`config.mk`:
```
export PLATFORM = sky130hd
export DESIGN_NAME = cvd_divider
export DESIGN_NICKNAME = d
export VERILOG_FILES = /design/src/hw/rtl/cvd_pkg.sv /design/src/hw/rtl/cvd_divider.sv
export VERILOG_INCLUDE_DIRS = /design/src /design/src/hw/rtl
export SDC_FILE = /design/constraint.sdc
export NUM_CORES = 1
export LEC_CHECK = 0
export ABC_AREA = 1
export BUFFER_PORTS_ARGS = -buffer_cell sky130_fd_sc_hd__buf_2
export CAP_MARGIN = 10
export CORE_UTILIZATION = 56
export CTS_CLUSTER_DIAMETER = 150
export DETAILED_ROUTE_END_ITERATION = 12
export PLACE_DENSITY = 0.79
export SLEW_MARGIN = 20
export SYNTH_ARGS = -nofsm -noshare
export SYNTH_HDL_FRONTEND = slang
export SYNTH_SLANG_ARGS = --single-unit
```
`constraint.sdc`:
```
create_clock -name clk -period 5.2 [get_ports clk]
set_clock_uncertainty 0.2 [all_clocks]
set_input_delay 0.26 -clock clk [delete_from_list [all_inputs] [get_ports clk]]
set_output_delay 0.26 -clock clk [all_outputs]
set_load 0.1 [all_outputs]
```
`src/hw/rtl/assert_macros.svh`:
```
// Assertion helpers for the RTL folder
`ifndef ASSERT_MACROS_SVH
`define ASSERT_MACROS_SVH
`ifndef SYNTHESIS
`define ASSERT_CLK(label, prop, msg) \
	label: assert property (@(posedge clk) disable iff (!arst_n) prop) else $error(msg);
`define ASSERT_NEVER(label, cond, msg) \
	label: assert property (@(posedge clk) disable iff (!arst_n) !(cond)) else $error(msg);
`else
`define ASSERT_CLK(label, prop, msg)
`define ASSERT_NEVER(label, cond, msg)
`endif
`endif

```
`src/hw/rtl/cvd_pkg.sv`:
```
package cvd_pkg;
	localparam int VecDepth = 256;
	localparam int IdxW = 8;
	localparam int LenW = 9;
	localparam logic CMD_LOAD = 1'b0;
	localparam logic CMD_DIV = 1'b1;
	localparam logic [1:0] REG_CHAN_COUNT = 2'd0;
	localparam logic [31:0] QNAN_DEFAULT = 32'hFFC0_0000;
	localparam int QW = 27;

	typedef struct packed {
		logic        special;
		logic [31:0] special_val;
		logic        sign;
		logic signed [10:0] e;
		logic [23:0] ma;
		logic [23:0] mb;
	} div_op_t;

	function automatic logic [4:0] lzc24(input logic [23:0] m);
		logic [4:0] n;
		n = 5'd0;
		for (int i = 0; i < 24; i++) begin
			if (m[i]) n = 5'(23 - i);
		end
		return n;
	endfunction
endpackage

```
`src/hw/rtl/cvd_divider.sv`:
```
// Radix-2 restoring divider for binary32, one quotient bit per cycle
module cvd_divider import cvd_pkg::*; (
	input  logic        clk,
	input  logic        arst_n,
	input  logic        start,
	input  div_op_t     op,
	output logic        done,
	output logic [31:0] result
);
	logic        busy_q;
	logic [4:0]  cnt_q;
	logic [24:0] rem_q;
	logic [23:0] mb_q;
	logic [QW-1:0] quo_q;
	logic        sign_q;
	logic signed [10:0] e_q;
	logic        special_q;
	logic [31:0] spec_val_q;
	logic        fin_q;

	logic [25:0] trial;
	logic [24:0] rem_sh;
	always_comb begin
		rem_sh = {rem_q[23:0], 1'b0};
		trial = {1'b0, rem_sh} - {2'b0, mb_q};
	end

	always_ff @(posedge clk or negedge arst_n) begin
		if (!arst_n) begin
			busy_q <= 1'b0;
			fin_q <= 1'b0;
			cnt_q <= '0;
		end else begin
			fin_q <= 1'b0;
			if (start) begin
				busy_q <= !op.special;
				fin_q <= op.special;
				cnt_q <= 5'(QW);
			end else if (busy_q) begin
				cnt_q <= cnt_q - 5'd1;
				if (cnt_q == 5'd1) begin
					busy_q <= 1'b0;
					fin_q <= 1'b1;
				end
			end
		end
	end

	always_ff @(posedge clk) begin
		if (start) begin
			special_q <= op.special;
			spec_val_q <= op.special_val;
			sign_q <= op.sign;
			mb_q <= op.mb;
			quo_q <= '0;
			// normalize so quotient lands in [1,2)
			if (op.ma < op.mb) begin
				rem_q <= {op.ma, 1'b0};
				e_q <= op.e - 11'sd1;
			end else begin
				rem_q <= {1'b0, op.ma};
				e_q <= op.e;
			end
		end else if (busy_q) begin
			// first cycle compares the unshifted remainder
			if (cnt_q == 5'(QW)) begin
				if (rem_q >= {1'b0, mb_q}) begin
					rem_q <= rem_q - {1'b0, mb_q};
					quo_q <= {quo_q[QW-2:0], 1'b1};
				end else begin
					quo_q <= {quo_q[QW-2:0], 1'b0};
				end
			end else if (!trial[25]) begin
				rem_q <= trial[24:0];
				quo_q <= {quo_q[QW-2:0], 1'b1};
			end else begin
				rem_q <= rem_sh;
				quo_q <= {quo_q[QW-2:0], 1'b0};
			end
		end
	end

	// round and pack
	logic [QW-1:0] q;
	logic signed [10:0] e;
	logic [10:0] sh;
	logic [QW-1:0] lostmask;
	logic [24:0] mant;
	logic [2:0] rb;
	logic [31:0] res;
	always_comb begin
		q = {quo_q[QW-1:1], quo_q[0] | (rem_q != '0)};
		e = e_q;
		sh = '0;
		lostmask = '0;
		if (e_q <= 11'sd0) begin
			sh = 11'(11'sd1 - e_q);
			if (sh >= 11'd32) begin
				q = {{(QW-1){1'b0}}, q != '0};
			end else begin
				lostmask = QW'((33'd1 << sh[4:0]) - 33'd1);
				q = (q >> sh[4:0]) | {{(QW-1){1'b0}}, (q & lostmask) != '0};
			end
			e = 11'sd1;
		end
		mant = {1'b0, q[QW-1:3]};
		rb = q[2:0];
		// a carry out of the mantissa bumps the exponent
		if (rb > 3'd4 || (rb == 3'd4 && mant[0])) mant = mant + 25'd1;
		res = {1'b0, e[7:0] - 8'd1, 23'd0} + {7'd0, mant};
		if (e_q >= 11'sd255 || res >= 32'h7F80_0000) res = 32'h7F80_0000;
		result = special_q ? spec_val_q : {sign_q, res[30:0]};
	end
	assign done = fin_q;

	`include "assert_macros.svh"
	`ASSERT_NEVER(a_start_busy, start && busy_q, "divider started while busy")
	`ASSERT_CLK(a_done_once, fin_q |=> !fin_q, "divider done held two cycles")
	`ASSERT_CLK(a_busy_cnt, busy_q |-> cnt_q != 5'd0, "busy with empty count")
endmodule

```
Word-level counts from Yosys, hierarchy flattened
Cells that the tools add are included.
{"block": "totals", "in_bits": 96, "word_cells": 68, "output_inout_bits": 33, "regBits": 128}
{"block": "classes", "n_addsub": 9, "magnitude_cmp": 7, "shifts": 2, "reduce_logical": 9, "bitwise_logic": 3, "n_eq_ne": 4, "n_mux": 24}
{"op": "25-bit 2-to-1 mux", "n": 7}
{"op": "27-bit 2-to-1 mux", "n": 2}
{"op": "27-bit nonzero test", "n": 2}
{"op": "31-bit by 25-bit adder with 32-bit output", "n": 1}
{"op": "32-bit by 31-bit greater-or-equal comparator with 1-bit output, second input constant", "n": 1}
{"op": "32-bit 2-to-1 mux", "n": 1}
{"op": "31-bit 2-to-1 mux", "n": 1}
{"op": "27-bit bitwise AND", "n": 1}
{"op": "27-bit by 1-bit bitwise OR with 27-bit output", "n": 1}
{"op": "1-bit by 5-bit << shifter with 27-bit output, first input constant", "n": 1}
{"op": "27-bit by 5-bit >> shifter with 27-bit output", "n": 1}
{"op": "27-bit by 1-bit subtractor with 27-bit output, second input constant", "n": 1}
{"op": "25-bit by 24-bit subtractor with 26-bit output", "n": 1}
{"op": "24-bit by 1-bit adder with 25-bit output, second input constant", "n": 1}
{"op": "25-bit by 24-bit greater-or-equal comparator with 1-bit output", "n": 1}
{"op": "25-bit nonzero test", "n": 1}
{"op": "25-bit by 24-bit subtractor with 25-bit output", "n": 1}
{"op": "24-bit < comparator", "n": 1}
{"op": "11-bit by 6-bit greater-or-equal comparator with 1-bit output, second input constant", "n": 1}
{"op": "11-bit by 9-bit greater-or-equal comparator with 1-bit output, second input constant", "n": 1}
{"op": "11-bit by 1-bit <= comparator with 1-bit output, second input constant", "n": 1}
{"op": "11-bit 2-to-1 mux", "n": 1}
{"op": "11-bit by 2-bit subtractor with 11-bit output, second input constant", "n": 1}
{"op": "2-bit by 11-bit subtractor with 11-bit output, first input constant", "n": 1}
{"op": "other kinds (16)", "n": 26}

Longest topological paths before layout
{"block": "depth", "word_depth": 17, "mapped_depth": 51}

Worst setup path before layout
No wires, ideal clock.
{"block": "synth_path", "kind": "reg2out", "from": "reg e_q[1]", "to": "out result[1]", "path_slack_ps": -1582, "required_ps": 4740, "stages_incl_launch_ff": 48, "n_path_buf": 6, "t_arrival_ps": 6322, "cell_sequence": "edfxtp_1 > buf_2 > inv_2 > buf_2 > buf_2 > ha_1 > buf_2 > inv_2 > nand3_1 > nor2_2 > nand2_1 > ha_1 > nor2_1 > nor2_1 > inv_1 > or2_2 > nand2_1 > nand2_1 > [... 12 more ...] > nand2_4 > nand2_1 > nand2_1 > inv_1 > ha_1 > fa_1 > nand3_1 > clkinv_1 > nor2_1 > nor2_1 > nand2_1 > nor2_1 > nand3_2 > nand2_2 > inv_2 > buf_6 > nand2_1 > o21ai_1"}
{"block": "synth_via", "elab_chain_len": 17, "word_cells_on_any_way": 25, "classes_between": "5 x add/sub; 5 x order compare; 1 x eq/ne; 2 x shift; 6 x mux; 2 x bitwise; 4 x reduce/logical"}
{"item": "start, declared", "line_no": "cvd_divider.sv:16", "rtl": "logic signed [10:0] e_q;"}
{"item": "start signal, assigned", "line_no": "cvd_divider.sv:59", "rtl": "e_q <= op.e - 11'sd1;"}
{"item": "start signal, assigned", "line_no": "cvd_divider.sv:62", "rtl": "e_q <= op.e;"}
{"item": "branches (longest 15 deep; another with 31-bit by 25-bit adder with 32-bit output)"}
{"item": "31-bit 2-to-1 mux (*)", "line_no": "cvd_divider.sv:111", "rtl": "if (e_q >= 11'sd255 || res >= 32'h7F80_0000) res = 32'h7F80_0000;"}
{"item": "32-bit 2-to-1 mux (*)", "line_no": "cvd_divider.sv:112", "rtl": "result = special_q ? spec_val_q : {sign_q, res[30:0]};"}
{"item": "end, declared", "line_no": "cvd_divider.sv:8", "rtl": "output logic [31:0] result"}
Mark *: on every way between the ends.

Worst setup path in the final report
{"block": "layout_path", "from": "reg e_q[2]", "to": "out result[19]"}
Same word-level chain as after synthesis.

==> metrics.md <==
| Metric | Value |
|---|---|
| Max VDD drop | `0.000292 V` |
| Tmin final | `6.02 ns` |
| Antenna violations before repair | `0` |
| Max transition margin | `25.3%` |
| Worst setup margin | `-0.822 ns` |
| Filler cell count | `roughly 1.7k` |
| Hold Fails Final Rpt | `0` |
| Post-synth ARST share | `5.47%` |
| CP Data Required Time | `4.74 ns` |
| CTS clk-pin slew, worst paths | `~0.070 ns` |
| Hold crit path type | `input port to register` |
| Max Cap Violations | `0` |
| Vias | `15.8k` |
| Top FF cell, synth | `edfxtp_1` |
| Period utilization | `116%` |
| Initial core utilization | `57.5%` |
| Crit path from | `e_q[2]` |
| TritonCTS buffer count | `17` |
| Layout cells sized above 1 | `20.7%` |
| Root Buffer | `clkbuf_16` |
| Commonest cells in the netlist | `nand2_1, inv_1, nand3_1, nor2_1, o21ai_0` |
| Final Max Slew Viols | `0` |
| Core box area | `between 0.02 and 0.025 mm^2` |
| Worst Setup EP | `result[19]` |
| Kind of critical path | `register to primary output` |
| DIE WIDTH | `155 um` |
| GPL Wtd Cong | `1.07` |
| Status | `complete, but fails checks` |
| Yosys top cell area share | `21.5%` |
| TritonCTS clock tree | `yes` |
| CP Max Fanout | `5` |
| Dpl hpwl | `33700 um` |
| H-tree Lvls | `4` |
| Clock Latency Late Sink | `0.44 ns` |
| Slew @ Worst Pin | `around 1.1 ns` |
| Mapped Nets | `2209` |
| Crit path DAT | `approximately 5.6 ns` |
| R2R setup slack | `a little under 0.8 ns` |
| DR WL/cell | `18.7 um` |
| Max incr delay on CP | `0.41 ns` |
| Final setup fails | `31` |
| Place WS | `-0.193 ns` |
| Failing checks | `negative setup slack` |
| Max Fclk | `166 MHz` |
| DRT antenna net count | `0` |
| Clock buffer depth | `2` |
| Area leader, netlist | `edfxtp_1` |
| Synth area leaders | `edfxtp_1, nand2_1, ha_1` |
| Final Power | `6.29 mW` |
| Worst R2R Path Depth | `12` |
| Io pins | `129` |
| RSZ-0062 raised after global routing | `true` |
| Pin count of the biggest net entering global routing | `56` |
| Layout net count | `2492` |
| Final wirelength | `49300 um` |
| Vias in the first global route | `15.4k` |
| Cell Area, Synth | `0.0131 mm^2` |
| Clk sink count | `128` |
| CP endpoint kind | `primary output` |
| GRT Overall Usage | `40.3%` |
| Die area | `0.0241 mm^2` |
| Initial DRC count | `1768` |
| Drt pass-1 iters | `6` |
| Worst reg2reg startpoint | `rem_q[16]` |
| Synth warn | `0` |
| CP Launch Type | `register` |
| LEAKAGE | `8.24 nW` |
| First-pass GRT wire length | `76100 um` |
| Count of cell types in the netlist | `55` |
| Standard-cell rows | `55` |
| Synthesized instance count | `2023` |
| Avg Synthesized Cell Area | `around 6.5 um^2` |
| Die height | `155 um` |
| Worst path slowest cell | `edfxtp_1` |
| Most common cell in the synthesized netlist | `nand2_1` |
| GRT overflow | `0` |
| PwrDens | `354 mW/mm^2` |
| Remaining DRCs | `0` |
| R2R Path End | `rem_q[12]` |
| Synthesis-stage register bit count | `128` |
| Area delta synth->final | `35.3%` |
| Number of synthesized flops with an enable pin | `94` |
| Post-synthesis sequential area ratio | `roughly 27%` |
| Port Buffers | `128` |
| Drt via density | `6.01` |
| N_diodes | `0` |
## layout by cell type (no fill, tap or decap), types with 4 or more instances in the layout
cell type	instances
a21o_1	7
a21oi_1	136
a31oi_1	8
buf_12	37
buf_2	96
buf_4	137
buf_6	4
clkbuf_16	21
clkinvlp_4	7
dfrtp_1	7
dfxtp_1	27
dlygate4sd3_1	65
edfxtp_1	94
ha_1	83
ha_4	4
inv_1	220
inv_2	16
nand2_1	485
nand2_2	21
nand2_4	20
nand2_8	15
nand3_1	166
nand3_2	8
nand3_4	23
nand3b_1	7
nand4_1	54
nor2_1	165
nor2_2	16
nor2_4	10
nor3_1	24
nor4_1	6
o211ai_1	23
o21ai_0	171
o21ai_1	5
o21ai_2	5
o22ai_1	10
or2_2	5
xnor2_1	20
xor2_1	26
## worst max-delay path: cells and delay by family (launching register included)
| family | cells | cell delay (ns) |
|---|---|---|
| AND/OR/NAND/NOR | 30 | 2.94 |
| adder cells (fa/ha/maj) | 4 | 0.83 |
| flip-flops | 1 | 0.41 |
| buffers and inverters | 8 | 0.91 |
## logic make-up (layout without fill, tap and decap cells)
logic type                 after synthesis  count (layout)  synth area share [%]
xor gates and xnor gates                50              50                  3.51
AOI/OAI and AO/OA                      396             396                  16.6
adders and majority gates               90              90                  8.75
buffers and inverters                  324             620                  9.99
DFF                                    128             128                  26.9
and+or+nand+nor                       1035            1035                  34.2
## layout make-up
cell class	instances	area [um^2]	share of cell area, %
multi-input combinational	1571	9220	51.9
sequential	128	3540	19.9
timing repair buffer	341	3010	16.9
inverter	247	968	5.45
clock buffer	25	571	3.21
tap	313	392	2.20
clock inverter	7	81.3	0.458
## per-stage QoR
step	cells	utilization [%]	cell area (um^2)	hold slack [ns]	TNS, ns
floorplan	2023	-	13800	-0.236	-4.24
global placement	2513	69.4	15900	-0.101	0
detailed placement	2513	69.4	15900	-0.102	-2.87
CTS	2621	76.4	17500	0.00260	-13.05
global route	2632	77.8	17800	0.0114	-28.58
finish	2632	77.8	17800	0.00750	-21.70
## layer usage
| layer | GRT usage, % | up-vias | part of all wire (%) | wire length (um) |
|---|---|---|---|---|
| li1 | - | 7386 | - | - |
| met4 | 25.0 | 0 | 6.6 | 3260 |
| met2 | 71.0 | 942 | 49 | 24000 |
| met1 | 46.4 | 7212 | 37 | 18400 |
| met3 | 5.32 | 282 | 7.4 | 3640 |
| met5 | 0 | - | 0 | 0 |
## sequential cells by signal (all words and copies together), names as in the netlist
register / cells
busy_q: 1
done: 1
special_q: 1
cnt_q: 5
rem_q: 25
spec_val_q: 32
e_q: 11
mb_q: 24
sign_q: 1
quo_q: 27
## repair_timing
item | 4_1_cts | 5_1_grt
gates resized for setup | 42 | 49
gates cloned | 2 | 0
hold endpoints to repair | 70 | 0
buffers inserted | 9 | 11
setup endpoints to repair | 31 | 31
hold buffers | 65 | 0
pin swaps | 24 | 46
## worst min path at each step
stage	start	endpoint	cells past startpoint	slack, ns
2_1_floorplan	arst_n	busy_q	0	-0.24
3_3_place_gp	arst_n	done	1	-0.10
3_5_place_dp	arst_n	done	1	-0.10
4_1_cts	op[42]	rem_q[18]	3	0.003
5_1_grt	op[42]	rem_q[18]	3	0.01
6_report	op[42]	rem_q[18]	3	0.007
## power breakdown
group          total, mW  internal, mW  switching, mW  leakage [nW]
Combinational       3.51          1.26           2.24          6.70
Clock               1.36         0.820          0.537         0.319
Sequential          1.42          1.28          0.148          1.23
(Power assumes the default switching activity.)
